===== src/design/fdbs_pkg.sv =====
// Package for the finite-difference boundary value solver.
// Types, constants and datapath command codes shared by all modules; no dependencies.
package fdbs_pkg;

   localparam int FDBS_MAX_POINTS  = 64;
   localparam int FDBS_VALUE_WIDTH = 32;
   localparam int FRAC_BITS        = 24;
   localparam int POINT_W          = 6;
   localparam int DATA_W           = 32;
   localparam int ADDR_W           = 5;
   localparam int DIV_NUM_W        = 56;
   localparam int DIV_DEN_W        = 32;

   localparam logic [2:0] REG_LEFT_END       = 3'd0;
   localparam logic [2:0] REG_RIGHT_END      = 3'd1;
   localparam logic [2:0] REG_INTERVAL_COUNT = 3'd2;
   localparam logic [2:0] REG_BOUNDARY_START = 3'd3;
   localparam logic [2:0] REG_BOUNDARY_END   = 3'd4;

   typedef enum logic [4:0] {
      OP_NONE,
      OP_LOAD,
      OP_STEP_START,
      OP_STORE_H,
      OP_MUL_HH,
      OP_MUL_HP,
      OP_MUL_HQ,
      OP_MUL_HR,
      OP_MUL_AC,
      OP_MUL_AD,
      OP_DIV_C_START,
      OP_DIV_D_START,
      OP_STORE_C,
      OP_STORE_D,
      OP_STORE_ZERO,
      OP_BACK_INIT,
      OP_BACK_RD,
      OP_BACK_MUL,
      OP_EMIT_RD,
      OP_EMIT_LD
   } dp_op_type;

   typedef struct packed {
      dp_op_type          op;
      logic [POINT_W-1:0] idx;
      logic               first;
      logic               last;
   } cmd_type;

   typedef struct packed {
      logic div_busy;
      logic b_zero;
      logic rsp_valid;
      logic rsp_taken;
   } stat_type;

endpackage


===== src/design/fdbs_ctrl.sv =====
// Controller: sequences row build, forward sweep, back substitution and emission.
// Drives the datapath by cmd_type; depends on fdbs_pkg.
module fdbs_ctrl #(
   parameter int MAX_POINTS = fdbs_pkg::FDBS_MAX_POINTS
) (
   input  logic                         clock,
   input  logic                         reset,
   input  logic [fdbs_pkg::POINT_W-1:0] interval_count,
   input  logic                         req_valid,
   output logic                         req_ready,
   output fdbs_pkg::cmd_type            cmd,
   input  fdbs_pkg::stat_type           stat,
   output logic [fdbs_pkg::POINT_W-1:0] n_eff
);
   import fdbs_pkg::*;

   localparam int IDX_W = $clog2(MAX_POINTS);
   localparam logic [POINT_W:0] NMAX     = (POINT_W + 1)'(MAX_POINTS - 1);
   localparam logic [IDX_W-1:0] KMAX     = IDX_W'(MAX_POINTS - 1);

   typedef enum logic [15:0] {
      S_IDLE       = 16'h0001,
      S_STEP       = 16'h0002,
      S_STEP_WAIT  = 16'h0004,
      S_MUL        = 16'h0008,
      S_MUL_END    = 16'h0010,
      S_DIV_C      = 16'h0020,
      S_DIV_C_WAIT = 16'h0040,
      S_DIV_D      = 16'h0080,
      S_DIV_D_WAIT = 16'h0100,
      S_NEXT       = 16'h0200,
      S_BACK_RD    = 16'h0400,
      S_BACK_MUL   = 16'h0800,
      S_BACK_WR    = 16'h1000,
      S_EMIT_RD    = 16'h2000,
      S_EMIT_LD    = 16'h4000,
      S_EMIT_WAIT  = 16'h8000
   } state_type;

   state_type        state_ff, state_in;
   logic [IDX_W-1:0] pr_ff, pr_in;
   logic [IDX_W-1:0] k_ff, k_in;
   logic [IDX_W-1:0] cnt_ff, cnt_in;
   logic [2:0]       mcnt_ff, mcnt_in;
   logic [IDX_W-1:0] n_idx, k_now;
   logic [POINT_W:0] nraw;

   always_comb begin
      nraw = {1'b0, interval_count};
      priority if (nraw < (POINT_W + 1)'(2)) n_idx = IDX_W'(2);
      else if (nraw > NMAX)                 n_idx = KMAX;
      else                                  n_idx = nraw[IDX_W-1:0];
      k_now = (pr_ff == KMAX) ? KMAX : pr_ff + 1'b1;
   end

   assign n_eff     = POINT_W'(n_idx);
   assign req_ready = (state_ff == S_IDLE);

   always_comb begin
      state_in  = state_ff;
      pr_in     = pr_ff;
      k_in      = k_ff;
      cnt_in    = cnt_ff;
      mcnt_in   = mcnt_ff;
      cmd.op    = OP_NONE;
      cmd.idx   = '0;
      cmd.first = 1'b0;
      cmd.last  = 1'b0;
      unique case (state_ff)
         S_IDLE: begin
            if (req_valid) begin
               cmd.op    = OP_LOAD;
               cmd.idx   = POINT_W'(k_now - 1'b1);
               cmd.first = (pr_ff == '0);
               k_in      = k_now;
               mcnt_in   = '0;
               state_in  = (pr_ff == '0) ? S_STEP : S_MUL;
            end
         end
         S_STEP: begin
            cmd.op   = OP_STEP_START;
            state_in = S_STEP_WAIT;
         end
         S_STEP_WAIT: begin
            if (!stat.div_busy) begin
               cmd.op   = OP_STORE_H;
               state_in = S_MUL;
            end
         end
         S_MUL: begin
            unique case (mcnt_ff)
               3'd0:    cmd.op = OP_MUL_HH;
               3'd1:    cmd.op = OP_MUL_HP;
               3'd2:    cmd.op = OP_MUL_HQ;
               3'd3:    cmd.op = OP_MUL_HR;
               3'd4:    cmd.op = OP_MUL_AC;
               3'd5:    cmd.op = OP_MUL_AD;
               default: cmd.op = OP_NONE;
            endcase
            mcnt_in = mcnt_ff + 1'b1;
            if (mcnt_ff == 3'd5) begin
               state_in = S_MUL_END;
            end
         end
         S_MUL_END: state_in = S_DIV_C;
         S_DIV_C: begin
            cmd.idx = POINT_W'(k_ff);
            if (stat.b_zero) begin
               cmd.op   = OP_STORE_ZERO;
               state_in = S_NEXT;
            end else begin
               cmd.op   = OP_DIV_C_START;
               state_in = S_DIV_C_WAIT;
            end
         end
         S_DIV_C_WAIT: begin
            cmd.idx = POINT_W'(k_ff);
            if (!stat.div_busy) begin
               cmd.op   = OP_STORE_C;
               state_in = S_DIV_D;
            end
         end
         S_DIV_D: begin
            cmd.op   = OP_DIV_D_START;
            state_in = S_DIV_D_WAIT;
         end
         S_DIV_D_WAIT: begin
            cmd.idx = POINT_W'(k_ff);
            if (!stat.div_busy) begin
               cmd.op   = OP_STORE_D;
               state_in = S_NEXT;
            end
         end
         S_NEXT: begin
            pr_in = k_ff;
            if (k_ff >= n_idx - 1'b1) begin
               cmd.op   = OP_BACK_INIT;
               cnt_in   = n_idx - 1'b1;
               state_in = S_BACK_RD;
            end else begin
               state_in = S_IDLE;
            end
         end
         S_BACK_RD: begin
            cmd.op   = OP_BACK_RD;
            cmd.idx  = POINT_W'(cnt_ff);
            state_in = S_BACK_MUL;
         end
         S_BACK_MUL: begin
            cmd.op   = OP_BACK_MUL;
            cmd.idx  = POINT_W'(cnt_ff);
            state_in = S_BACK_WR;
         end
         S_BACK_WR: begin
            if (cnt_ff == IDX_W'(1)) begin
               cnt_in   = '0;
               state_in = S_EMIT_RD;
            end else begin
               cnt_in   = cnt_ff - 1'b1;
               state_in = S_BACK_RD;
            end
         end
         S_EMIT_RD: begin
            cmd.op   = OP_EMIT_RD;
            cmd.idx  = POINT_W'(cnt_ff);
            state_in = S_EMIT_LD;
         end
         S_EMIT_LD: begin
            cmd.op    = OP_EMIT_LD;
            cmd.idx   = POINT_W'(cnt_ff);
            cmd.first = (cnt_ff == '0);
            cmd.last  = (cnt_ff == n_idx);
            state_in  = S_EMIT_WAIT;
         end
         S_EMIT_WAIT: begin
            if (stat.rsp_taken) begin
               if (cnt_ff == n_idx) begin
                  pr_in    = '0;
                  state_in = S_IDLE;
               end else begin
                  cnt_in   = cnt_ff + 1'b1;
                  state_in = S_EMIT_RD;
               end
            end
         end
         default: state_in = S_IDLE;
      endcase
   end

   always_ff @(posedge clock) begin
      if (reset) begin
         state_ff <= S_IDLE;
         pr_ff    <= '0;
         k_ff     <= '0;
         cnt_ff   <= '0;
         mcnt_ff  <= '0;
      end else begin
         state_ff <= state_in;
         pr_ff    <= pr_in;
         k_ff     <= k_in;
         cnt_ff   <= cnt_in;
         mcnt_ff  <= mcnt_in;
      end
   end

   // no new item while a result transfer is pending
   a_no_accept_during_rsp: assert property (@(posedge clock) disable iff (reset)
      stat.rsp_valid |-> !req_ready)
      else $error("item accepted while result pending");

   // divider is never restarted while it runs
   a_div_idle_on_start: assert property (@(posedge clock) disable iff (reset)
      (cmd.op == OP_DIV_C_START || cmd.op == OP_DIV_D_START || cmd.op == OP_STEP_START)
      |-> !stat.div_busy)
      else $error("divider started while busy");

   // a loaded result is held until taken
   a_emit_wait_valid: assert property (@(posedge clock) disable iff (reset)
      state_ff == S_EMIT_WAIT |-> stat.rsp_valid)
      else $error("waiting on a result that is not valid");

endmodule

===== config.mk =====
export PLATFORM = sky130hd
export DESIGN_NAME = fdbs_ctrl
export DESIGN_NICKNAME = d
export VERILOG_FILES = /design/src/design/fdbs_pkg.sv /design/src/design/fdbs_ctrl.sv
export SDC_FILE = /design/constraint.sdc
export NUM_CORES = 1
export LEC_CHECK = 0
export ABC_AREA = 1
export BUFFER_PORTS_ARGS = -buffer_cell sky130_fd_sc_hd__buf_2
export CORE_MARGIN = 2
export CORE_UTILIZATION = 50
export CTS_CLUSTER_SIZE = 16
export DETAILED_ROUTE_END_ITERATION = 16
export PLACE_DENSITY = 0.72
export REMOVE_ABC_BUFFERS = 1
export SLEW_MARGIN = 20
export SYNTH_ARGS = -nofsm -noshare
export SYNTH_HDL_FRONTEND = slang
export SYNTH_SLANG_ARGS = --single-unit

===== constraint.sdc =====
create_clock -name clock -period 2.1 [get_ports clock]
set_input_delay 0.105 -clock clock [delete_from_list [all_inputs] [get_ports clock]]
set_output_delay 0.105 -clock clock [all_outputs]
set_load 0.02 [all_outputs]

After elaboration in Yosys (flattened, before gate mapping)
Index checks and enable logic that the tools add are counted.
- $add $sub $neg: 6
- magnitude comparators: 2
- equal/unequal tests: 33
- multiplexer cells: 35
- reductions and logical operators: 13
- operators by type and width (cell ; number):
    one-hot mux 16 bit (16 select lines) ; 1
    2-to-1 mux 16 bit ; 6
    one-hot mux 5 bit (13 select lines) ; 1
    2-to-1 mux 6 bit ; 8
    one-hot mux 6 bit (3 select lines) ; 2
    2-to-1 mux 14 bit ; 2
    one-hot mux 4 bit (6 select lines) ; 1
    inequality test 2 bit (second input constant) ; 9
    subtractor 6 x 1 -> 6 bit (second input constant) ; 3
    equality test 16 x 1 -> 1 bit (second input constant) ; 1
    equality test 16 x 10 -> 1 bit (second input constant) ; 1
    equality test 16 x 11 -> 1 bit (second input constant) ; 1
    equality test 16 x 12 -> 1 bit (second input constant) ; 1
    equality test 16 x 13 -> 1 bit (second input constant) ; 1
    equality test 16 x 14 -> 1 bit (second input constant) ; 1
    equality test 16 x 15 -> 1 bit (second input constant) ; 1
    equality test 16 bit (second input constant) ; 1
    equality test 16 x 2 -> 1 bit (second input constant) ; 1
    equality test 16 x 3 -> 1 bit (second input constant) ; 1
    equality test 16 x 4 -> 1 bit (second input constant) ; 1
    equality test 16 x 5 -> 1 bit (second input constant) ; 1
    equality test 16 x 6 -> 1 bit (second input constant) ; 1
    equality test 16 x 7 -> 1 bit (second input constant) ; 1
    equality test 16 x 8 -> 1 bit (second input constant) ; 1
    other kinds (31) ; 41
- flip-flop bits (word level): 37
- input bits: 13
- output and inout port bits: 20
- logic and storage cells: 94

Logic depth before layout (Yosys ltp)
Gate-level depths: netlist (run 1).
- word-level depth: 6
- mapped depth: 18
- mapped depth without buffers: 18

Worst setup path before layout (run 1)
No wires, ideal clock.
- kind: input to register
- start: input interval_count[4] (netlist bit)
- end: register cnt_ff[1]
- setup time: 0.113 ns
- arrival time: 2.202 ns
- data required time: 1.987 ns
- path slack: -0.215 ns
- stages: 18
- buffers on the path: 1
- cell sequence: nor2_2 > nand4_1 > nand2_1 > inv_1 > ha_1 > nand2_1 > xor2_1 > inv_1 > ha_1 > nand2_1 > nor2_1 > a211oi_1 > nand3_1 > nand3b_4 > buf_6 > nand2_1 > nand2_1 > nor2_1
- cells in the longest elaborated chain, start to end: 6
- elaborated cells on any way between the ends: 10
- those cells by class: add/sub: 1; order compare: 2; eq/ne: 3; mux: 3; reduce/logical: 1
- ends and longest elaborated chain (element ; RTL line ; text):
    start, declared ; fdbs_ctrl.sv:8 ; input logic [fdbs_pkg::POINT_W-1:0] interval_count,
    less-than comparator 6 x 2 -> 1 bit (*) ; fdbs_ctrl.sv:50 ; priority if (nraw < (POINT_W + 1)'(2)) n_idx = IDX_W'(2);
    2-to-1 mux 6 bit (*) ; fdbs_ctrl.sv:50 ;
    named net n_eff, one bit ; fdbs_ctrl.sv:13 ; output logic [fdbs_pkg::POINT_W-1:0] n_eff
    subtractor 6 x 1 -> 6 bit ; fdbs_ctrl.sv:136, fdbs_ctrl.sv:138 ;
    greater-or-equal comparator 6 bit ; fdbs_ctrl.sv:136 ; if (k_ff >= n_idx - 1'b1) begin
    inequality test 2 bit (no source line) ; n/a ;
    AND reduction 4 bit (no source line) ; n/a ;
    end signal, assigned ; fdbs_ctrl.sv:201 ; cnt_ff <= cnt_in;
    end, declared ; fdbs_ctrl.sv:43 ; logic [IDX_W-1:0] cnt_ff, cnt_in;
Mark *: on every way through the listed nets, which the timed path passes. The rest lies on a longest branch. The select of a mux whose other input is x is not followed.
A chain may end at the register's enable or synchronous reset.

==> results of run 1 <==
[how the worst max path moves through the flow]
stage | cells past startpoint | end | slack (ns)
floorplan | 17 | cmd[10] | -0.20
global placement | 19 | cmd[10] | -0.26
detailed placement | 19 | cmd[10] | -0.38
CTS | 19 | cmd[10] | -0.23
global route | 18 | cmd[8] | -0.40
finish | 18 | cmd[8] | -0.26
[routing by layer]
layer | part of all wire [%] | vias up | global-route usage, %
met1 | 41 | 1703 | 35.9
met2 | 49 | 159 | 48.5
met3 | 6.5 | 35 | 6.20
met5 | 0 | - | 0
met4 | 3.0 | 0 | 13.2
li1 | - | 1745 | -
[power by group]
group          total, mW  internal, mW  switching [mW]
clock network      0.682         0.387           0.295
logic              0.480         0.203           0.277
registers          0.746         0.718          0.0280
[logic make-up after synthesis]
| logic type | synth area share (%) |
|---|---|
| compound gates | 13.3 |
| flops | 24.1 |
| buf+inv | 11.8 |
| fa+ha+maj | 7.34 |
| xor+xnor | 3.71 |
| simple gates | 39.7 |
[final cells by class]
type,count,area (µm²),share of cell area (%)
flip-flops and latches,37,762,17.9
clock inverters,2,37.5,0.884
well taps,75,93.8,2.21
multi-input cells,359,2270,53.5
inverters,83,315,7.42
repair buffers,91,683,16.1
clock buffers,6,82.6,1.94
[cell usage after synthesis (2+ instances only)]
| master | number | area, µm² |
|---|---|---|
| inv_1 | 77 | 289 |
| xnor2_1 | 4 | 35.0 |
| and3_1 | 2 | 12.5 |
| nor2_4 | 3 | 33.8 |
| nand4_2 | 2 | 25.0 |
| o21a_1 | 2 | 15.0 |
| a22oi_1 | 3 | 22.5 |
| o221ai_1 | 6 | 52.6 |
| nor3b_2 | 2 | 25.0 |
| nand4_1 | 7 | 43.8 |
| nor2_2 | 8 | 50.1 |
| nand3_1 | 32 | 160 |
| buf_2 | 2 | 10.0 |
| nor2_1 | 71 | 267 |
| a21oi_1 | 28 | 140 |
| inv_2 | 5 | 18.8 |
| o211ai_1 | 2 | 15.0 |
| nand3b_1 | 2 | 15.0 |
| or2_2 | 2 | 12.5 |
| nor3_1 | 10 | 50.1 |
| ha_1 | 18 | 225 |
| dfxtp_1 | 37 | 741 |
| xor2_1 | 9 | 78.8 |
| nand2_1 | 103 | 387 |
| clkbuf_1 | 6 | 22.5 |
| o22ai_1 | 2 | 12.5 |
| o21ai_0 | 22 | 110 |
| o21ai_1 | 2 | 10.0 |
| nand2_2 | 5 | 31.3 |
| a211oi_1 | 2 | 15.0 |
| nand3_2 | 3 | 30.0 |
[what timing repair did]
action                     in CTS  in global routing
setup endpoints to repair      17                 26
buffers inserted               33                 13
gates cloned                    0                  0
resized for setup              47                 74
pin swaps                      18                 23
[metrics by stage]
step / power [mW] / hold WS (ns)
6_report: 1.91 / 0.158
5_1_grt: 1.97 / 0.185
4_1_cts: 1.84 / 0.153
3_5_place_dp: 1.10 / 0.477
3_3_place_gp: 1.10 / 0.474
2_1_floorplan: 0.959 / 0.174
[sequential cells by signal, summed over array words and instances (netlist names)]
signal / count
mcnt_ff: 3
cnt_ff: 6
k_ff: 6
pr_ff: 6
state_ff: 16
[worst max-delay path, delay by kind of cell]
family | cells | cell delay (ns)
xor+xnor | 1 | 0.16
compound gates | 3 | 0.43
buf+inv | 4 | 0.43
simple gates | 8 | 0.73
fa+ha+maj | 2 | 0.38
==> flow_metrics.env, run 1 <==
export IMPL_fmax_mhz=424
export IMPL_worstPathMaxFanout=3
export IMPL_slew_headroom_pct=59.8
export IMPL_reg2reg_slack_ns=0.04
export IMPL_violations="setup timing"
export IMPL_synth_yosys_seq_area_share_pct=24.1
export IMPL_async_flop_share_pct=0
export IMPL_chipHeight_um=82.3
export IMPL_finish_utilization_pct=71.7
export IMPL_final_net_count=608
export IMPL_grt_max_degree=22
export IMPL_yosys_most_used_dff="dfxtp_1"
export IMPL_holdCritStartpoint="stat[2]"
export IMPL_area_growth_pct=38.5
export IMPL_hold_class="in -> reg"
export IMPL_final_cell_mix="86 x nand2_1, 70 x inv_1, 65 x buf_4"
export IMPL_vias=3642
export IMPL_clock_sinks=37
export IMPL_finalSetupTns_ns=-1.11
export IMPL_fill_cells=463
export IMPL_cts_tree="yes"
export IMPL_ctsLongestPathBuffers=2
export IMPL_layout_drive_gt1_share_pct=36.2
export IMPL_worst_setup_path_start_kind="input port"
export IMPL_status="finished, violations left"
export IMPL_start_util_pct=51.8
export IMPL_drv_slew=0
export IMPL_required_ns=2.00
export IMPL_setup_viol=8
export IMPL_r2r_start="state_ff[8]$_SDFFE_PP0P_"
export IMPL_numPortBuffers=31
export IMPL_drt_pre_antenna_iters=5
export IMPL_cpMaxStageDelayCell="ha_4"
export IMPL_startpoint="interval_count[3]"
export IMPL_powerDensity_nw_per_um2=449
export IMPL_ant_nets=0
export IMPL_min_period_ns=2.36
export IMPL_cts_inserted_buffers=5
export IMPL_preCtsSetupSlack_ns=-0.376
export IMPL_critPathCaptureType="primary output"
export IMPL_grt_pass1_vias=3298
export IMPL_antenna_found_initial=0
export IMPL_critPathKind="in -> out"
export IMPL_overflow=0
export IMPL_syn_area_um2=3070
export IMPL_placed_area_um2=3420
export IMPL_ys_warn_count=0
export IMPL_ys_types=41
export IMPL_ff2ff_path_depth=14
export IMPL_wire_per_inst_um=15.4
export IMPL_via_per_inst=5.58
export IMPL_grt_pass1_wl_mm=15.0
export IMPL_critPathMaxStageDelay_ns=0.23
export IMPL_core_area_um2=5920
export IMPL_dpl_cell_count=605
export IMPL_hold_end="state_ff[6]$_SDFFE_PP0P_"
export IMPL_layout_setup_ws_ns=-0.258
export IMPL_rows=28
export IMPL_cp_arrival_ns=2.25
export IMPL_root_buffer="clkbuf_8"
export IMPL_max_slew_worst_pin_slew_ns=0.603
export IMPL_power_leakage_nw=2.05
export IMPL_dieArea_um2=6780
export IMPL_hpwl_mm=6.71
export IMPL_clkTransAtPathRegs_ns=0.09
export IMPL_rsz0062_at_grt="yes"
export IMPL_ir_drop_uv=340
export IMPL_period_share_pct=112
export IMPL_timing_clock_skew_ns=0.00870
export IMPL_final_common_cell="nand2_1"
export IMPL_path_cells="buf_6, nor2_4, nand4_1, nand2_1, inv_2, ha_4, nand2_2, xor2_1, inv_1, ha_4, nand2_4, nor2_2, a211oi_2, nand2_1, nand2_2, o21a_1, o211ai_1, buf_4"
export IMPL_synth_seq_cells=37
export IMPL_drc_errors=0
export IMPL_syn_inst=489
export IMPL_gp_congestion=0.935
export IMPL_htreeDepth=2
export IMPL_final_cells=653
export IMPL_die_w_um=82.3
export IMPL_synth_area_per_cell_um2=6.27
export IMPL_synth_edff_count=0
export IMPL_drt_total_wl_mm=10.1
export IMPL_fin_area_um2=4250
export IMPL_clock_latency_ns=0.30
export IMPL_hold_viol=0
export IMPL_track_usage_pct=29.2
export IMPL_ios=33
export IMPL_min_path_cells=4
export IMPL_first_iter_violations=323
export IMPL_maxCapViolations=0
export IMPL_holdBufCountCts=0
export IMPL_insertedDiodeCount=0
export IMPL_rr_endpoint="state_ff[7]$_SDFFE_PP0P_"
Note: power is estimated with default switching activity, not from simulation.
==> run 2: changes to the inputs <==
MAX_ROUTING_LAYER = met4   (was not set)
PLACE_DENSITY = not set   (was 0.72)
PLACE_DENSITY_LB_ADDON = 0.15   (was not set)
==> run 2 against run 1 <==
Net effect: the run still ends with setup timing left; design area is 2.2% lower; clock power is 31% lower; die area stayed put; combinational power is 8.3% lower; clock-buffer cell count is 1 lower; critical endpoint is now cmd[10].
==> flow_metrics.env, run 2 (synthesis results as in run 1) <==
export IMPL_clock_latency_ns=0.29
export IMPL_largest_register="state_ff"
export IMPL_first_iter_violations=209
export IMPL_placed_area_um2=3410
export IMPL_power_leakage_nw=2.00
export IMPL_min_period_ns=2.30
export IMPL_drt_total_wl_mm=9.04
export IMPL_switching_share_pct=31.9
export IMPL_startpoint="interval_count[3]"
export IMPL_grt_util_met1_pct=34.5
export IMPL_numPortBuffers=31
export IMPL_root_buffer="clkbuf_8"
export IMPL_fmax_mhz=435
export IMPL_powerDensity_nw_per_um2=397
export IMPL_required_ns=2.00
export IMPL_pwr_share_clk_pct=28.4
export IMPL_grt_pass1_vias=3096
export IMPL_htreeDepth=2
export IMPL_start_util_pct=51.8
export IMPL_antenna_found_initial=0
export IMPL_overflow=0
export IMPL_timing_clock_skew_ns=0.0128
export IMPL_fill_cells=497
export IMPL_final_net_count=600
export IMPL_reg2reg_slack_ns=0.13
export IMPL_status="finished, violations left"
export IMPL_final_common_cell="nand2_1"
export IMPL_layout_drive_gt1_share_pct=33.1
export IMPL_p_switching_uw=527
export IMPL_setup_viol=18
export IMPL_period_share_pct=110
export IMPL_drt_pre_antenna_iters=4
export IMPL_largest_reg_flops=16
export IMPL_hold_viol=0
export IMPL_drv_slew=0
export IMPL_cts_tree="yes"
export IMPL_drc_errors=0
export IMPL_max_slew_worst_pin_slew_ns=0.617
export IMPL_endpoint="cmd[10]"
export IMPL_clock_sinks=37
export IMPL_use_met2_pct=43.1
export IMPL_vias=3432
export IMPL_layout_setup_ws_ns=-0.201
export IMPL_via_per_inst=5.34
export IMPL_wire_per_inst_um=14.1
export IMPL_critPathCaptureType="primary output"
export IMPL_chipHeight_um=82.3
export IMPL_slew_headroom_pct=58.8
export IMPL_final_cell_mix="86 x nand2_1, 73 x inv_1, 61 x nor2_1"
export IMPL_ir_drop_uv=466
export IMPL_ff2ff_path_depth=10
export IMPL_gp_congestion=0.942
export IMPL_total_power_mw=1.65
export IMPL_r2r_start="state_ff[13]$_SDFFE_PP0P_"
export IMPL_rr_endpoint="cnt_ff[3]$_SDFFE_PP0P_"
export IMPL_grt_busiest_layer="met2"
export IMPL_ctsLongestPathBuffers=2
export IMPL_die_w_um=82.3
export IMPL_track_usage_pct=26.7
export IMPL_p_int_mw=1.12
export IMPL_grt_pass1_wl_mm=13.6
export IMPL_worstPathMaxFanout=3
export IMPL_worst_setup_path_start_kind="input port"
export IMPL_cp_arrival_ns=2.20
export IMPL_critPathKind="in -> out"
export IMPL_core_area_um2=5920
export IMPL_cts_inserted_buffers=5
export IMPL_holdBufCountCts=0
export IMPL_clkTransAtPathRegs_ns=0.08
export IMPL_grt_max_degree=22
export IMPL_fin_area_um2=4160
export IMPL_hpwl_mm=6.35
export IMPL_gr_usage_met3_pct=3.59
export IMPL_insertedDiodeCount=0
export IMPL_rsz0062_at_grt="yes"
export IMPL_maxCapViolations=0
export IMPL_violations="setup timing"
export IMPL_area_growth_pct=35.4
export IMPL_combPwrFrac_pct=26.7
export IMPL_finalSetupTns_ns=-1.22
export IMPL_ios=33
export IMPL_holdWs_ns=0.165
export IMPL_dieArea_um2=6780
export IMPL_ant_nets=0
export IMPL_pwr_share_seq_pct=45.0
export IMPL_hold_class="in -> reg"
export IMPL_rows=28
-- run 2: cell count changes in the layout (fill, tap and decap cells not counted), sizes merged --
| cell | delta |
|---|---|
| buf | -10 |
| bufinv | -1 |
| clkbuf | -1 |
| clkinv | +1 |
| clkinvlp | -1 |
| nand2 | +1 |
| nor2 | +1 |
-- run 2: how the worst min path moves through the flow --
stage	start	end	slack [ns]	cells past startpoint
2_1_floorplan	reset	mcnt_ff[0]$_SDFFE_PP0P_	0.17	1
3_3_place_gp	stat[2]	state_ff[6]$_SDFFE_PP0P_	0.46	4
3_5_place_dp	stat[2]	state_ff[6]$_SDFFE_PP0P_	0.47	4
4_1_cts	stat[2]	state_ff[6]$_SDFFE_PP0P_	0.16	4
5_1_grt	stat[2]	state_ff[6]$_SDFFE_PP0P_	0.18	4
6_report	stat[2]	state_ff[6]$_SDFFE_PP0P_	0.17	4
-- run 2: worst max-delay path: stages --
cell and delay (ns):
buf_6 0.10, nor2_4 0.09, nand4_1 0.11, nand2_1 0.11, inv_1 0.05, ha_2 0.17
nand2_2 0.05, xor2_1 0.13, inv_1 0.07, ha_1 0.28, nand2_2 0.07, nor2_1 0.05
a211oi_2 0.18, nand2_1 0.10, nand2_2 0.10, o21ai_1 0.07, inv_1 0.10, o221ai_2 0.09
buf_4 0.17
-- run 2: per-layer routing --
| layer | wire, µm | part of all wire, % |
|---|---|---|
| met5 | 0 | 0 |
| met4 | 114 | 1.3 |
| met2 | 4290 | 47 |
| met3 | 445 | 4.9 |
| met1 | 4190 | 46 |
-- run 2: per-stage QoR --
stage / setup slack [ns] / utilization [%] / std cells
2_1_floorplan: -0.199 / - / 479
3_3_place_gp: -0.352 / 57.6 / 604
3_5_place_dp: -0.354 / 57.6 / 604
4_1_cts: -0.229 / 62.6 / 624
5_1_grt: -0.442 / 70.2 / 643
6_report: -0.201 / 70.2 / 643
-- run 2: final cells by class --
cell class              instances  area (µm²)  area share [%]
repair buffers                 81         624            15.0
flip-flops and latches         37         754            18.2
multi-input cells             361        2290            55.2
well taps                      75        93.8            2.26
clock inverters                 1        5.00           0.120
inverters                      83         315            7.59
clock buffers                   5        68.8            1.66
-- run 2: what timing repair did --
| action | in CTS | in global routing |
|---|---|---|
| cloned | 0 | 2 |
| resized for setup | 31 | 82 |
| setup buffers | 14 | 17 |
| setup endpoints to repair | 16 | 30 |
| pin swaps | 18 | 27 |
-- run 2: power by group through the flow --
stage	logic [mW]	registers, mW	clock network (mW)
finish	0.440	0.742	0.469
global placement	0.332	0.755	0
global route	0.478	0.746	0.493
CTS	0.376	0.739	0.470
floorplan	0.210	0.749	0
detailed placement	0.335	0.755	0
==> run 3: changes to the inputs <==
--- a/config.mk
+++ b/config.mk
@@ -8,4 +8,4 @@
 export ABC_AREA = 1
+export ABC_CLOCK_PERIOD_IN_PS = 2100
 export BUFFER_PORTS_ARGS = -buffer_cell sky130_fd_sc_hd__buf_2
-export CORE_MARGIN = 2
 export CORE_UTILIZATION = 50
--- a/constraint.sdc
+++ b/constraint.sdc
@@ -3,2 +3,2 @@
 set_output_delay 0.105 -clock clock [all_outputs]
-set_load 0.02 [all_outputs]
+set_load 0.1 [all_outputs]
==> run 3 against run 2 <==
Net effect: critical endpoint is now cmd[8]; design area rose by 3.1%; clock power rose by 44%; non-clock buffer count did not move; the flow still finishes with violations (setup timing); critical path type unchanged; flip-flop and latch count did not move.
==> flow_metrics.env, run 3 (synthesis results as in run 1) <==
export IMPL_antenna_found_initial=0
export IMPL_dieArea_um2=6450
export IMPL_timing_clock_skew_ns=0.00676
export IMPL_maxCapViolations=0
export IMPL_slew_headroom_pct=57.4
export IMPL_status="finished, violations left"
export IMPL_hold_class="in -> reg"
export IMPL_violations="setup timing"
export IMPL_hpwl_mm=6.83
export IMPL_required_ns=2.00
export IMPL_insertedDiodeCount=0
export IMPL_ios=33
export IMPL_overflow=0
export IMPL_cp_arrival_ns=2.22
export IMPL_layout_setup_ws_ns=-0.223
export IMPL_setup_viol=8
export IMPL_rows=28
export IMPL_grt_pass1_vias=3246
export IMPL_numPortBuffers=31
export IMPL_worst_setup_path_start_kind="input port"
export IMPL_drc_errors=0
export IMPL_powerDensity_nw_per_um2=467
export IMPL_final_common_cell="nand2_1"
export IMPL_clock_latency_ns=0.29
export IMPL_critPathCaptureType="primary output"
export IMPL_cts_tree="yes"
export IMPL_holdWs_ns=0.174
export IMPL_final_cells=643
export IMPL_track_usage_pct=31.3
export IMPL_clkTransAtPathRegs_ns=0.08
export IMPL_area_growth_pct=39.6
export IMPL_clock_sinks=37
export IMPL_first_iter_violations=270
export IMPL_core_area_um2=5920
export IMPL_gp_congestion=0.899
export IMPL_via_per_inst=5.39
export IMPL_start_util_pct=51.8
export IMPL_wire_per_inst_um=14.3
export IMPL_ant_nets=0
export IMPL_period_share_pct=111
export IMPL_drt_pre_antenna_iters=5
export IMPL_drt_total_wl_mm=9.22
export IMPL_largest_register="state_ff"
export IMPL_ctsLongestPathBuffers=2
export IMPL_cts_inserted_buffers=5
export IMPL_root_buffer="clkbuf_8"
export IMPL_largest_reg_flops=16
export IMPL_final_cell_mix="91 x nand2_1, 73 x inv_1, 63 x nor2_1"
export IMPL_holdBufCountCts=0
export IMPL_chipHeight_um=80.3
export IMPL_final_net_count=598
export IMPL_critPathKind="in -> out"
export IMPL_fmax_mhz=430
export IMPL_power_leakage_nw=2.04
export IMPL_layout_drive_gt1_share_pct=32.2
export IMPL_worstPathMaxFanout=3
export IMPL_max_slew_worst_pin_slew_ns=0.639
export IMPL_fill_cells=488
export IMPL_grt_max_degree=22
export IMPL_ir_drop_uv=440
export IMPL_hold_viol=0
export IMPL_die_w_um=80.3
export IMPL_dpl_cell_count=615
export IMPL_min_period_ns=2.32
export IMPL_drv_slew=0
export IMPL_htreeDepth=2
export IMPL_rsz0062_at_grt="yes"
export IMPL_grt_pass1_wl_mm=15.0
export IMPL_vias=3466
run 3: area by class of cell:
class	count	area, µm²	share of cell area [%]
Multi-Input combinational cell	359	2220	51.7
Clock buffer	6	82.6	1.93
Inverter	83	312	7.27
Timing Repair Buffer	81	785	18.3
Sequential cell	37	758	17.7
Tap cell	75	93.8	2.19
Clock inverter	2	37.5	0.876
run 3: worst max-delay path: stages:
cell	delay, ns
buf_6	0.10
nor2_4	0.10
nand4_1	0.10
nand2_1	0.10
inv_1	0.05
ha_2	0.17
buf_4	0.13
xnor2_1	0.14
ha_2	0.19
a21oi_2	0.14
nor2_2	0.06
a211oi_2	0.19
nand2_1	0.10
nand2_2	0.10
o21a_1	0.15
o211ai_1	0.11
buf_6	0.21
run 3: path summary, 6_finish.rpt:
path | from | to | slack [ns] | cells after the start
worst min-delay path | stat[2] | state_ff[6]$_SDFFE_PP0P_ | 0.17 | 4
worst min register to register | state_ff[6]$_SDFFE_PP0P_ | state_ff[6]$_SDFFE_PP0P_ | 0.50 | 2
worst max-delay path | interval_count[4] | cmd[8] | -0.22 | 17
worst max register to register | state_ff[13]$_SDFFE_PP0P_ | cnt_ff[2]$_SDFFE_PP0P_ | 0.05 | 10
run 3: repair_timing:
| action | CTS | global route |
|---|---|---|
| gates resized for setup | 70 | 33 |
| setup buffers | 16 | 4 |
| setup endpoints to repair | 17 | 20 |
| pin swaps | 29 | 20 |
run 3: layer usage:
layer / track usage [%] / part of all wire [%] / vias to the layer above
li1: - / - / 1728
met1: 40.4 / 46 / 1602
met2: 51.9 / 47 / 125
met3: 4.09 / 6.0 / 11
met4: 7.14 / 1.1 / 0
met5: - / 0 / -
run 3: report_power, final:
group / switching, mW / internal (mW)
Clock: 0.288 / 0.387
Combinational: 0.369 / 0.212
Sequential: 0.0253 / 0.720
Total: 0.682 / 1.32
run 3: stage by stage:
| step | instance area [µm²] | worst slack, ns | power (mW) | setup TNS, ns | utilization, % |
|---|---|---|---|---|---|
| global route | 4280 | -0.329 | 2.07 | -2.21 | 72.4 |
| finish | 4280 | -0.223 | 2.00 | -0.920 | 72.4 |
| floorplan | 3020 | -1.42 | 1.04 | -17.81 | - |
| CTS | 4140 | -0.286 | 1.97 | -1.10 | 69.9 |
| detailed placement | 3640 | -0.516 | 1.24 | -4.05 | 61.5 |
| global placement | 3640 | -0.441 | 1.24 | -2.93 | 61.5 |
